==> src/rtl/vpa_pkg.sv <==
// Shared types, constants and saturation helpers for the vector pairwise ALU.
package vpa_pkg;

    localparam int MAX_LEN   = 256;
    localparam int FRAC_BITS = 16;
    localparam int DATA_W    = 32;
    localparam int ACC_W     = 64;
    localparam int LEN_W     = 9;
    localparam int KIND_W    = 3;
    localparam int IDX_W     = 9;

    localparam logic [LEN_W-1:0]         LEN_ONE = LEN_W'(1);
    localparam logic [LEN_W-1:0]         LEN_MAX = LEN_W'(MAX_LEN);
    localparam logic signed [DATA_W-1:0] FX_ONE  = DATA_W'(1) << FRAC_BITS;

    // Operation codes; the error code doubles as the illegal kind value.
    typedef enum logic [KIND_W-1:0] {
        OP_ADD = 3'd0,
        OP_SUB = 3'd1,
        OP_MUL = 3'd2,
        OP_DOT = 3'd3,
        OP_OR  = 3'd4,
        OP_AND = 3'd5,
        OP_XOR = 3'd6,
        OP_ERR = 3'd7
    } t_op;

    // Command handed from the front end to the execution back end.
    typedef struct packed {
        t_op                      op;
        logic signed [DATA_W-1:0] x;
        logic signed [DATA_W-1:0] y;
        logic                     last;
    } t_cmd;

    // Clamp a 65-bit signed value to 32 bits.
    function automatic logic signed [DATA_W-1:0] f_sat32(input logic signed [ACC_W:0] v);
        logic fits;
        fits = (v[ACC_W:DATA_W-1] == {(ACC_W-DATA_W+2){v[ACC_W]}});
        if (fits) begin
            return v[DATA_W-1:0];
        end else if (v[ACC_W]) begin
            return {1'b1, {(DATA_W-1){1'b0}}};
        end else begin
            return {1'b0, {(DATA_W-1){1'b1}}};
        end
    endfunction

    // Clamp a 65-bit signed sum to 64 bits.
    function automatic logic signed [ACC_W-1:0] f_sat64(input logic signed [ACC_W:0] v);
        if (v[ACC_W] == v[ACC_W-1]) begin
            return v[ACC_W-1:0];
        end else if (v[ACC_W]) begin
            return {1'b1, {(ACC_W-1){1'b0}}};
        end else begin
            return {1'b0, {(ACC_W-1){1'b1}}};
        end
    endfunction

endpackage

==> src/rtl/vpa_if.sv <==
// Valid/ready stream interfaces for element pairs in and results out.
interface vpa_in_if;
    logic                                     valid;
    logic                                     ready;
    logic [vpa_pkg::KIND_W-1:0]               kind;
    logic signed [vpa_pkg::DATA_W-1:0]        a_elem;
    logic signed [vpa_pkg::DATA_W-1:0]        b_elem;
    logic [vpa_pkg::LEN_W-1:0]                len_a;
    logic [vpa_pkg::LEN_W-1:0]                len_b;
    logic                                     last_in;

    modport source (output valid, kind, a_elem, b_elem, len_a, len_b, last_in, input ready);
    modport sink   (input valid, kind, a_elem, b_elem, len_a, len_b, last_in, output ready);
endinterface

interface vpa_out_if;
    logic                                     valid;
    logic                                     ready;
    logic signed [vpa_pkg::DATA_W-1:0]        value;
    logic                                     status;
    logic                                     last_out;

    modport source (output valid, value, status, last_out, input ready);
    modport sink   (input valid, value, status, last_out, output ready);
endinterface

==> src/rtl/vpa_front.sv <==
// Front end: accepts element pairs, checks dimensions and resolves mul operands.
module vpa_front (
    input  logic            i_clk,
    input  logic            i_rst_n,
    vpa_in_if.sink          i_in,
    input  logic            i_full,
    output logic            o_push,
    output vpa_pkg::t_cmd   o_cmd
);
    import vpa_pkg::*;

    logic [IDX_W-1:0]          r_idx, n_idx;
    logic signed [DATA_W-1:0]  r_scalar, n_scalar;
    logic                      r_failed, n_failed;

    logic                      w_acc;
    logic                      w_bad;
    logic                      w_bcast_a;
    logic                      w_bcast_b;
    logic                      w_first;
    logic signed [DATA_W-1:0]  w_scal;
    t_op                       w_op;

    assign i_in.ready = !i_full;
    assign w_acc      = i_in.valid && i_in.ready;
    assign w_op       = t_op'(i_in.kind);

    always_comb begin
        w_bad = (w_op == OP_ERR)
             || (i_in.len_a == '0) || (i_in.len_b == '0)
             || (i_in.len_a > LEN_MAX) || (i_in.len_b > LEN_MAX);
        if ((i_in.len_a != i_in.len_b)
            && !((w_op == OP_MUL) && ((i_in.len_a == LEN_ONE) || (i_in.len_b == LEN_ONE)))) begin
            w_bad = 1'b1;
        end
    end

    // A length-one side of a mul is a scalar, taken on the run's first item.
    assign w_bcast_a = (i_in.len_a == LEN_ONE) && (i_in.len_b != LEN_ONE);
    assign w_bcast_b = (i_in.len_b == LEN_ONE) && (i_in.len_a != LEN_ONE);
    assign w_first   = (r_idx == '0);
    assign w_scal    = !w_first ? r_scalar : (w_bcast_a ? i_in.a_elem : i_in.b_elem);

    always_comb begin
        o_cmd.op   = w_bad ? OP_ERR : w_op;
        o_cmd.x    = i_in.a_elem;
        o_cmd.y    = i_in.b_elem;
        o_cmd.last = i_in.last_in;
        if (w_op == OP_MUL && w_bcast_a) begin
            o_cmd.x = w_scal;
        end
        if (w_op == OP_MUL && w_bcast_b) begin
            o_cmd.y = w_scal;
        end
    end

    assign o_push = w_acc && !r_failed;

    always_comb begin
        n_idx    = r_idx;
        n_scalar = r_scalar;
        n_failed = r_failed;
        if (w_acc) begin
            if (!r_failed) begin
                if (w_bad) begin
                    n_failed = 1'b1;
                end else begin
                    if (r_idx != '1) begin
                        n_idx = r_idx + IDX_W'(1);
                    end
                    if (w_op == OP_MUL && (w_bcast_a || w_bcast_b) && w_first) begin
                        n_scalar = w_scal;
                    end
                end
            end
            if (i_in.last_in) begin
                n_idx    = '0;
                n_scalar = '0;
                n_failed = 1'b0;
            end
        end
    end

    always_ff @(posedge i_clk) begin
        if (!i_rst_n) begin
            r_idx    <= '0;
            r_scalar <= '0;
            r_failed <= 1'b0;
        end else begin
            r_idx    <= n_idx;
            r_scalar <= n_scalar;
            r_failed <= n_failed;
        end
    end

    a_fail_sticks: assert property (@(posedge i_clk) disable iff (!i_rst_n)
        (w_acc && !r_failed && w_bad && !i_in.last_in) |=> r_failed)
        else $error("run not marked failed after a dimension error");

    a_failed_no_push: assert property (@(posedge i_clk) disable iff (!i_rst_n)
        r_failed |-> !o_push)
        else $error("command pushed during a failed run");

endmodule

==> src/rtl/vpa_queue.sv <==
// Two-entry command queue between the front end and the back end.
module vpa_queue (
    input  logic            i_clk,
    input  logic            i_rst_n,
    input  logic            i_push,
    input  vpa_pkg::t_cmd   i_cmd,
    output logic            o_full,
    output logic            o_valid,
    output vpa_pkg::t_cmd   o_cmd,
    input  logic            i_pop
);
    import vpa_pkg::*;

    t_cmd        r_mem [2];
    logic        r_wr, r_rd;
    logic [1:0]  r_count, n_count;
    logic        w_pop;

    assign o_full  = (r_count == 2'd2);
    assign o_valid = (r_count != 2'd0);
    assign o_cmd   = r_mem[r_rd];
    assign w_pop   = i_pop && o_valid;

    always_comb begin
        n_count = r_count;
        if (i_push && !w_pop) begin
            n_count = r_count + 2'd1;
        end else if (!i_push && w_pop) begin
            n_count = r_count - 2'd1;
        end
    end

    always_ff @(posedge i_clk) begin
        if (i_push) begin
            r_mem[r_wr] <= i_cmd;
        end
    end

    always_ff @(posedge i_clk) begin
        if (!i_rst_n) begin
            r_wr    <= 1'b0;
            r_rd    <= 1'b0;
            r_count <= 2'd0;
        end else begin
            if (i_push) begin
                r_wr <= !r_wr;
            end
            if (w_pop) begin
                r_rd <= !r_rd;
            end
            r_count <= n_count;
        end
    end

    a_no_overflow: assert property (@(posedge i_clk) disable iff (!i_rst_n)
        (i_push && o_full) |-> w_pop)
        else $error("push into a full queue");

endmodule

==> src/rtl/vpa_back.sv <==
// Back end: two-stage execution (sum or product, then scale and accumulate).
module vpa_back (
    input  logic            i_clk,
    input  logic            i_rst_n,
    input  logic            i_valid,
    input  vpa_pkg::t_cmd   i_cmd,
    output logic            o_pop,
    vpa_out_if.source       o_out
);
    import vpa_pkg::*;

    logic                      w_en;

    // Stage E.
    logic signed [DATA_W:0]    w_sum;
    logic signed [ACC_W-1:0]   w_prod;
    logic signed [DATA_W-1:0]  n_e_small;
    logic                      r_e_valid;
    t_op                       r_e_op;
    logic signed [DATA_W-1:0]  r_e_small;
    logic signed [ACC_W-1:0]   r_e_prod;
    logic                      r_e_last;

    // Stage F.
    logic signed [ACC_W-1:0]   w_shift;
    logic signed [ACC_W:0]     w_acc_sum;
    logic signed [ACC_W-1:0]   w_acc_new;
    logic signed [DATA_W-1:0]  n_o_value;
    logic                      w_emit;
    logic signed [ACC_W-1:0]   r_acc;

    logic                      r_o_valid;
    logic signed [DATA_W-1:0]  r_o_value;
    logic                      r_o_status;
    logic                      r_o_last;

    assign w_en  = !r_o_valid || o_out.ready;
    assign o_pop = w_en && i_valid;

    assign w_sum  = (i_cmd.op == OP_SUB)
                  ? ($signed({i_cmd.x[DATA_W-1], i_cmd.x}) - $signed({i_cmd.y[DATA_W-1], i_cmd.y}))
                  : ($signed({i_cmd.x[DATA_W-1], i_cmd.x}) + $signed({i_cmd.y[DATA_W-1], i_cmd.y}));
    assign w_prod = $signed(i_cmd.x) * $signed(i_cmd.y);

    always_comb begin
        case (i_cmd.op)
            OP_ADD, OP_SUB: n_e_small = f_sat32({{(ACC_W-DATA_W){w_sum[DATA_W]}}, w_sum});
            OP_OR:  n_e_small = ((i_cmd.x != '0) || (i_cmd.y != '0)) ? FX_ONE : '0;
            OP_AND: n_e_small = ((i_cmd.x != '0) && (i_cmd.y != '0)) ? FX_ONE : '0;
            OP_XOR: n_e_small = ((i_cmd.x != '0) != (i_cmd.y != '0)) ? FX_ONE : '0;
            default: n_e_small = '0;
        endcase
    end

    always_ff @(posedge i_clk) begin
        if (w_en) begin
            r_e_op    <= i_cmd.op;
            r_e_small <= n_e_small;
            r_e_prod  <= w_prod;
            r_e_last  <= i_cmd.last;
        end
    end

    // Arithmetic shift is the floor of the scaled product.
    assign w_shift   = r_e_prod >>> FRAC_BITS;
    assign w_acc_sum = $signed({r_acc[ACC_W-1], r_acc}) + $signed({w_shift[ACC_W-1], w_shift});
    assign w_acc_new = f_sat64(w_acc_sum);
    assign w_emit    = (r_e_op != OP_DOT) || r_e_last;

    always_comb begin
        case (r_e_op)
            OP_MUL:  n_o_value = f_sat32({w_shift[ACC_W-1], w_shift});
            OP_DOT:  n_o_value = f_sat32({w_acc_new[ACC_W-1], w_acc_new});
            OP_ERR:  n_o_value = '0;
            default: n_o_value = r_e_small;
        endcase
    end

    always_ff @(posedge i_clk) begin
        if (w_en) begin
            r_o_value  <= n_o_value;
            r_o_status <= (r_e_op == OP_ERR);
            r_o_last   <= (r_e_op == OP_ERR) || r_e_last;
        end
    end

    always_ff @(posedge i_clk) begin
        if (!i_rst_n) begin
            r_e_valid <= 1'b0;
            r_o_valid <= 1'b0;
            r_acc     <= '0;
        end else if (w_en) begin
            r_e_valid <= i_valid;
            r_o_valid <= r_e_valid && w_emit;
            if (r_e_valid) begin
                if (r_e_op == OP_ERR || r_e_last) begin
                    r_acc <= '0;
                end else if (r_e_op == OP_DOT) begin
                    r_acc <= w_acc_new;
                end
            end
        end
    end

    assign o_out.valid    = r_o_valid;
    assign o_out.value    = r_o_value;
    assign o_out.status   = r_o_status;
    assign o_out.last_out = r_o_last;

    a_err_shape: assert property (@(posedge i_clk) disable iff (!i_rst_n)
        (r_o_valid && r_o_status) |-> (r_o_last && r_o_value == '0))
        else $error("error result not a zero last item");

    a_acc_clear: assert property (@(posedge i_clk) disable iff (!i_rst_n)
        (w_en && r_e_valid && (r_e_last || r_e_op == OP_ERR)) |=> (r_acc == '0))
        else $error("dot accumulator not cleared at end of run");

endmodule

==> src/rtl/vector_pairwise_alu.sv <==
// Top level of the vector pairwise ALU: front end, command queue, back end.
// Path: a transferred item is written into the command queue, then into stage E, then into the output register.
// Throughput: one element pair per cycle while the result side is ready, set by the 32x32 multiply stage
// and the 64-bit saturating accumulate that closes the dot loop.
// Reset: synchronous, active low; clears run state, dot accumulator, queue and valid flags.
module vector_pairwise_alu (
    input  logic       i_clk,
    input  logic       i_rst_n,
    vpa_in_if.sink     i_in,
    vpa_out_if.source  o_out
);
    import vpa_pkg::*;

    // Front to queue.
    logic  w_push;
    logic  w_full;
    t_cmd  w_push_cmd;

    // Queue to back end.
    logic  w_q_valid;
    logic  w_pop;
    t_cmd  w_q_cmd;

    // Front end: take one pair per transfer, track run index, broadcast scalar and the
    // failed-run flag, and turn each pair into a command (or drop it in a failed run).
    vpa_front u_front (
        .i_clk   (i_clk),
        .i_rst_n (i_rst_n),
        .i_in    (i_in),
        .i_full  (w_full),
        .o_push  (w_push),
        .o_cmd   (w_push_cmd)
    );

    // Short queue: lets the front keep taking pairs while the back end holds a result.
    vpa_queue u_queue (
        .i_clk   (i_clk),
        .i_rst_n (i_rst_n),
        .i_push  (w_push),
        .i_cmd   (w_push_cmd),
        .o_full  (w_full),
        .o_valid (w_q_valid),
        .o_cmd   (w_q_cmd),
        .i_pop   (w_pop)
    );

    // Back end: compute, saturate, accumulate dot sums and hold the output register.
    vpa_back u_back (
        .i_clk   (i_clk),
        .i_rst_n (i_rst_n),
        .i_valid (w_q_valid),
        .i_cmd   (w_q_cmd),
        .o_pop   (w_pop),
        .o_out   (o_out)
    );

endmodule

==> src/flat_wrapper.sv <==
// flat-port wrapper written by rule: the top's interface ports become plain ports
module vector_pairwise_alu_flat import vpa_pkg::*;
  (i_clk, i_rst_n, i_in_valid, i_in_kind, i_in_a_elem, i_in_b_elem, i_in_len_a, i_in_len_b, i_in_last_in, i_in_ready, o_out_valid, o_out_value, o_out_status, o_out_last_out, o_out_ready);
  vpa_in_if i_in_i ();
  vpa_out_if o_out_i ();
  input  logic i_clk;
  input  logic i_rst_n;
  input wire logic [$bits(i_in_i.valid)-1:0] i_in_valid;
  input wire logic [$bits(i_in_i.kind)-1:0] i_in_kind;
  input wire logic [$bits(i_in_i.a_elem)-1:0] i_in_a_elem;
  input wire logic [$bits(i_in_i.b_elem)-1:0] i_in_b_elem;
  input wire logic [$bits(i_in_i.len_a)-1:0] i_in_len_a;
  input wire logic [$bits(i_in_i.len_b)-1:0] i_in_len_b;
  input wire logic [$bits(i_in_i.last_in)-1:0] i_in_last_in;
  output wire logic [$bits(i_in_i.ready)-1:0] i_in_ready;
  output wire logic [$bits(o_out_i.valid)-1:0] o_out_valid;
  output wire logic [$bits(o_out_i.value)-1:0] o_out_value;
  output wire logic [$bits(o_out_i.status)-1:0] o_out_status;
  output wire logic [$bits(o_out_i.last_out)-1:0] o_out_last_out;
  input wire logic [$bits(o_out_i.ready)-1:0] o_out_ready;
  assign i_in_i.valid = i_in_valid;
  assign i_in_i.kind = i_in_kind;
  assign i_in_i.a_elem = i_in_a_elem;
  assign i_in_i.b_elem = i_in_b_elem;
  assign i_in_i.len_a = i_in_len_a;
  assign i_in_i.len_b = i_in_len_b;
  assign i_in_i.last_in = i_in_last_in;
  assign i_in_ready = i_in_i.ready;
  assign o_out_valid = o_out_i.valid;
  assign o_out_value = o_out_i.value;
  assign o_out_status = o_out_i.status;
  assign o_out_last_out = o_out_i.last_out;
  assign o_out_i.ready = o_out_ready;
  vector_pairwise_alu u_core (.i_clk(i_clk), .i_rst_n(i_rst_n), .i_in(i_in_i), .o_out(o_out_i));
endmodule
==> config.mk <==
export PLATFORM = sky130hd
export DESIGN_NAME = vector_pairwise_alu_flat
export DESIGN_NICKNAME = d
export VERILOG_FILES = /design/src/rtl/vpa_pkg.sv /design/src/rtl/vpa_if.sv /design/src/rtl/vpa_front.sv /design/src/rtl/vpa_queue.sv /design/src/rtl/vpa_back.sv /design/src/rtl/vector_pairwise_alu.sv /design/src/flat_wrapper.sv
export SDC_FILE = /design/constraint.sdc
export NUM_CORES = 2
export LEC_CHECK = 0
export BUFFER_PORTS_ARGS = -buffer_cell sky130_fd_sc_hd__buf_2
export CORE_UTILIZATION = 55
export DETAILED_ROUTE_END_ITERATION = 8
export MAX_ROUTING_LAYER = met4
export PLACE_DENSITY = 0.78
export SETUP_SLACK_MARGIN = 0.4
export SYNTH_ARGS = -nofsm -noshare
export SYNTH_HDL_FRONTEND = slang
export SYNTH_SLANG_ARGS = --single-unit
==> constraint.sdc <==
create_clock -name i_clk -period 12.2 [get_ports i_clk]
set_input_delay 2.44 -clock i_clk [delete_from_list [all_inputs] [get_ports i_clk]]
set_output_delay 2.44 -clock i_clk [all_outputs]
set_load 0.01 [all_outputs]
; After elaboration in Yosys (flattened, before gate mapping)
; Memories as Yosys holds them, arrays and structs flattened. A register that Yosys moved wholly into a read port is not among the register bits.
; Cells that the tools add are included.
; Widths: inputs -> output; s select.
[op_classes]
addsub = 6
multipliers = 1
order_cmp = 2
eq_ne = 24
muxes = 39
n_reduce_logical = 49
[ops]
columns = cell, n
row1 = $mux 32, 14
row2 = $mux 64, 4
row3 = $pmux 32 s4, 1
row4 = $pmux 32 s3, 1
row5 = $add 64x48->65, 1
row6 = $mul 32x32->64, 1
row7 = $reduce_bool 32->1, 2
row8 = $mux 17, 3
row9 = $mux 9, 4
row10 = $add 32x32->33, 1
row11 = $mux 33, 1
row12 = $sub 32x32->33, 1
row13 = $eq 32x32->1, 1
row14 = $logic_not 9->1, 3
row15 = $eq 9x1->1 const B, 2
row16 = $gt 9x9->1 const B, 2
row17 = $ne 9x1->1 const B, 2
row18 = $eq 16x16->1, 1
row19 = $logic_and 1x1->1, 16
row20 = $eq 3x3->1 const B, 5
row21 = $logic_or 1x1->1, 10
row22 = $reduce_bool 2->1, 5
row23 = $add 9x1->9 const B, 1
row24 = $eq 3x2->1 const B, 3
row25 = other kinds (18), 36
[totals]
reg_bits = 246
mem_bits_rw = 136
out_inout_bits = 36
elab_cells = 138
memories = 1
[mem_list]
columns = memory, depth, word_bits, rd, rd_clocked_by_memory_dff, write_ports, line_no
row1 = u_core.u_queue.r_mem, 2, 68, 1, 1, 1, vpa_queue.sv:14  ; t_cmd r_mem [2];

; Depth between registers and ports, before layout
[logic_depth]
ltp_word = 9
mapped_depth = 39

; Hierarchy
; A second synthesis with hierarchy kept.
[hier_totals]
cells_unflattened = 6210
area_unflattened_um2 = 58379.7
[by_module_without_submodules]
columns = module, n_inst, cells_per_inst, area_per_inst_um2
row1 = vpa_back, 1, 5497, 49769.0
row2 = vpa_queue, 1, 234, 5203.7
row3 = vpa_front, 1, 479, 3407.0

; Worst setup path after synthesis
; OpenSTA, ideal clock, no wires.
[synth_timing]
path_type = register to register
from = register (tool-made name)
to = register u_core.u_back.r_e_prod[62] (data pin)
setup_time_ns = 0.258
t_arrival_ns = 10.168
required_time_ns = 11.942
slack_ns = 1.775
stages_incl_launch_ff = 36
n_path_buf = 8
path_cell_list = dfxtp_1 -> buf_2 -> buf_2 -> buf_2 -> buf_2 -> buf_1 -> buf_2 -> buf_1 -> mux2_2 -> clkbuf_1 -> nand2_1 -> fa_1 -> fa_1 -> inv_1 -> fa_1 -> fa_1 -> inv_1 -> fa_1 -> inv_1 -> fa_1 -> fa_1 -> fa_1 -> ha_1 -> a21o_1 -> a21o_1 -> a21o_1 -> a21oi_1 -> nor2b_1 -> o21ai_0 -> nand2b_1 -> a21oi_1 -> nand2_1 -> o21a_1 -> a31o_2 -> a21oi_1 -> xnor2_1
[synth_lines]
columns = element, line_no
row1 = "end signal, assigned", vpa_back.sv:59  ; r_e_prod <= w_prod;
row2 = "end, declared", vpa_back.sv:21  ; logic signed [ACC_W-1:0] r_e_prod;

==> impl_metrics.yaml <==
run_status:
  status: "completed"
global_routing:
  overflow: 0
  grt_pass1_vias: 47524
  track_usage_pct: 37.13
  grt_max_degree: 86
  grt_pass1_wl_mm: 280.3
  antenna_found_initial: 9
timing:
  period_needed_ns: 10.87
  fmax_ghz: 0.09202
  worst_pin_slew_ns: 1.381
  maxSlewHeadroom_pct: 7.821
  maxSlewViolCount: 0
  hold_violations: 0
  finalSetupViolations: 0
  min_period_over_period_pct: 89.07
  skew_ns: 0.02301
  grt_setup_unrepaired: "false"
  tns_ns: 0
synthesis:
  synthMuxAreaShare_pct: 3.019
  syn_inst: 6158
  synth.yosys.seq_area_share_pct: 17.34
  ys_top_cells_by_area: "fa_1 (38%), edfxtp_1 (13%), inv_1 (7.0%)"
  synthFlopType: "edfxtp_1"
  ys_types: 84
  yosys.area.top_type: "fa_1"
  yosys.area_share.xor_xnor_pct: 2.856
  syn-mean-instance-area_um2: 9.261
  syn_nets: 7619
  synth-edff-count: 254
  yosysWarnings: 0
  yosys.area_share.simple_pct: 13.65
  ys_ff_latch: 367
  post-synth-top-count-cell: "fa_1"
  synth-compound-area-share_pct: 9.570
  post_synth_fa_ha_maj_area_fraction_pct: 44.33
  synth_area_um2: 57030
  synth_top_area_share_pct: 38.02
  synthArstFlopShare_pct: 0
  synth_common_cells: "fa_1 (1083), inv_1 (1067), nor2_1 (716)"
  synth_top_family_by_area: "adder cells"
cells_and_area:
  final_cell_count_no_fill: 7557
  final_nets: 7608
  drive_gt1_share_pct: 7.944
  stdcell_area_um2: 60760
  syn2layout_area_growth_pct: 6.538
floorplanning:
  initial_core_util_pct: 55.74
  core_area_um2: 102300
  num_io_pins: 126
  die_h_um: 324.0
  die-area_um2: 105000
  core.rowCount: 117
  die_x_um: 324.0
worst_setup_path:
  critPathBufInv: 4
  worstReg2RegEnd: "u_core.u_back.r_e_prod[58]"
  worstPathRequired_ns: 12.60
  cp_slowest_cell: "clkinv_1"
  crit_family: "adder cells"
  critPathMaxStageDelay_ns: 0.93
  cp_max_fo: 33
  endpoint_kind: "flip-flop"
  arrival_ns: 11.27
  crit_top_cell: "fa_1"
  worstSetupPathType: "flip-flop to flip-flop"
  r2r_cells: 25
  cp-start-kind: "flip-flop"
  ff2ff_setup_slack_ns: 1.33
drt:
  dr.pass1.iters: 8
  wl_per_cell_um: 24.37
  drc: 0
  drt_wl_total_mm: 184.1
  antenna_left: 0
  drtIter0Drc: 4952
  vias_per_cell: 6.082
  num_vias: 45962
place:
  hpwlAfterDp_mm: 139.5
  gp_congestion: 1.054
  post-place-cells: 7471
  postPlaceCellArea_um2: 59350
  port_buffers: 125
min_path:
  min-delay-start: "u_core.u_back.r_acc[39]"
  whs_endpoint: "u_core.u_back.r_acc[39]"
  hp-class: "flip-flop to flip-flop"
  whs_path_depth: 2
clocking:
  cts.sinks: 367
  clockBufferDepth: 3
  root_buffer: "clkbuf_16"
  cts_tree: "yes"
  cts_setup_buffers: 0
  cts_resized: 0
  cts_buffers: 42
  clk_latency_ns: 0.61
  path_clk_slew_ns: 0.06
  cts.hold.buffers_added: 0
  cts-htree-levels: 2
job:
  maxCapViolCount: 0
-- tightest hold or removal path: stages, from the launching register on --
cell	delay, ns
dfxtp_1	0.31
nand2_1	0.05
a21boi_0	0.06
-- layout by cell type, fill, tap and decap left out, drive strengths merged, types with 9 or more instances in the layout --
| cell | netlist | routed |
|---|---|---|
| nand2 | 709 | 709 |
| xnor2 | 135 | 135 |
| a21o | 49 | 49 |
| edfxtp | 254 | 254 |
| a31oi | 20 | 20 |
| mux2 | 78 | 78 |
| ha | 288 | 288 |
| nand4 | 59 | 59 |
| o21a | 31 | 31 |
| nand2b | 23 | 23 |
| fa | 1083 | 1083 |
| o21ai | 177 | 177 |
| o22ai | 26 | 26 |
| buf | 28 | 251 |
| a21oi | 308 | 308 |
| or2 | 13 | 13 |
| o221ai | 32 | 32 |
| nor3 | 63 | 63 |
| a21boi | 23 | 23 |
| a211oi | 14 | 14 |
| nor2b | 60 | 60 |
| a22oi | 42 | 42 |
| o311ai | 9 | 9 |
| or3 | 17 | 17 |
| nor4 | 23 | 23 |
| clkinv | 19 | 30 |
| xor2 | 51 | 51 |
| nand3 | 37 | 37 |
| clkbuf | 278 | 58 |
| nor2 | 716 | 716 |
| and2 | 62 | 62 |
| nor3b | 10 | 10 |
| o21bai | 20 | 20 |
| o211ai | 41 | 41 |
| inv | 1067 | 1070 |
| and3 | 13 | 13 |
| mux2i | 83 | 83 |
| dfxtp | 113 | 113 |
-- state kept, by name (all words and copies together), names as in the netlist, named ones only --
| register | flops |
|---|---|
| u_core.u_front.r_scalar | 32 |
| u_core.u_back.r_e_prod | 48 |
| u_core.u_back.o_out.last_out | 1 |
| u_core.u_back.r_acc | 64 |
| u_core.u_queue.r_count | 2 |
| u_core.u_back.o_out.value | 32 |
| u_core.u_back.o_out.status | 1 |
| u_core.u_queue.r_rd | 1 |
| u_core.u_queue.r_wr | 1 |
| u_core.u_back.r_e_last | 1 |
| u_core.u_front.r_failed | 1 |
| u_core.u_queue.r_mem | 136 |
| u_core.u_front.r_idx | 9 |
| u_core.u_back.r_e_small | 32 |
| u_core.u_back.r_e_valid | 1 |
| u_core.u_back.o_out.valid | 1 |
| u_core.u_back.r_e_op | 3 |
-- per-stage QoR --
step | util [%] | hold WS, ns | setup WS [ns]
global placement | 58.00 | 0.4554 | 1.612
global route | 59.38 | 0.4964 | 0.9567
floorplan | - | 0.4447 | 1.775
CTS | 59.36 | 0.4713 | 1.581
detailed placement | 58.00 | 0.4638 | 1.518
finish | 59.38 | 0.4692 | 1.333
-- logic make-up (layout without fill, tap and decap cells) --
logic type | count (synthesis) | count (layout)
flops | 367 | 367
xor+xnor | 186 | 186
other cells | 0 | 8
compound gates | 857 | 857
mux | 161 | 161
fa+ha+maj | 1371 | 1371
simple gates | 1824 | 1824
buf+inv | 1392 | 1415
-- worst max path at each step --
stage                                             to  depth (start not counted)      start  slack, ns
after detailed placement  u_core.u_back.r_e_prod[62]                         28  flip-flop       1.52
after global placement    u_core.u_back.r_e_prod[62]                         28  flip-flop       1.61
after CTS                 u_core.u_back.r_e_prod[62]                         32  flip-flop       1.58
after global routing      u_core.u_back.r_e_prod[58]                         25  flip-flop       0.96
final                     u_core.u_back.r_e_prod[58]                         25  flip-flop       1.33
after floorplan           u_core.u_back.r_e_prod[62]                         35  flip-flop       1.77
-- per-layer routing --
layer / track usage [%] / share of wire, % / up-vias
met3: 15.00 / 15 / 706
met4: 17.22 / 6.0 / 0
met2: 53.53 / 42 / 3086
met5: - / 0 / -
met1: 45.48 / 37 / 22732
li1: - / - / 19438
-- area by class of cell --
type | count | area [µm²]
inverter | 1086 | 4076
clock buffer | 58 | 1195
tap | 1368 | 1712
sequential | 367 | 9893
timing repair buffer | 251 | 1572
fill | 8620 | 41570
antenna | 8 | 20.02
multi-input combinational | 4399 | 42100
clock inverter | 20 | 197.7
Power is left out: the tool's default activity adds up to more than one toggle a clock period on the data nets, which glitch-free logic cannot reach.
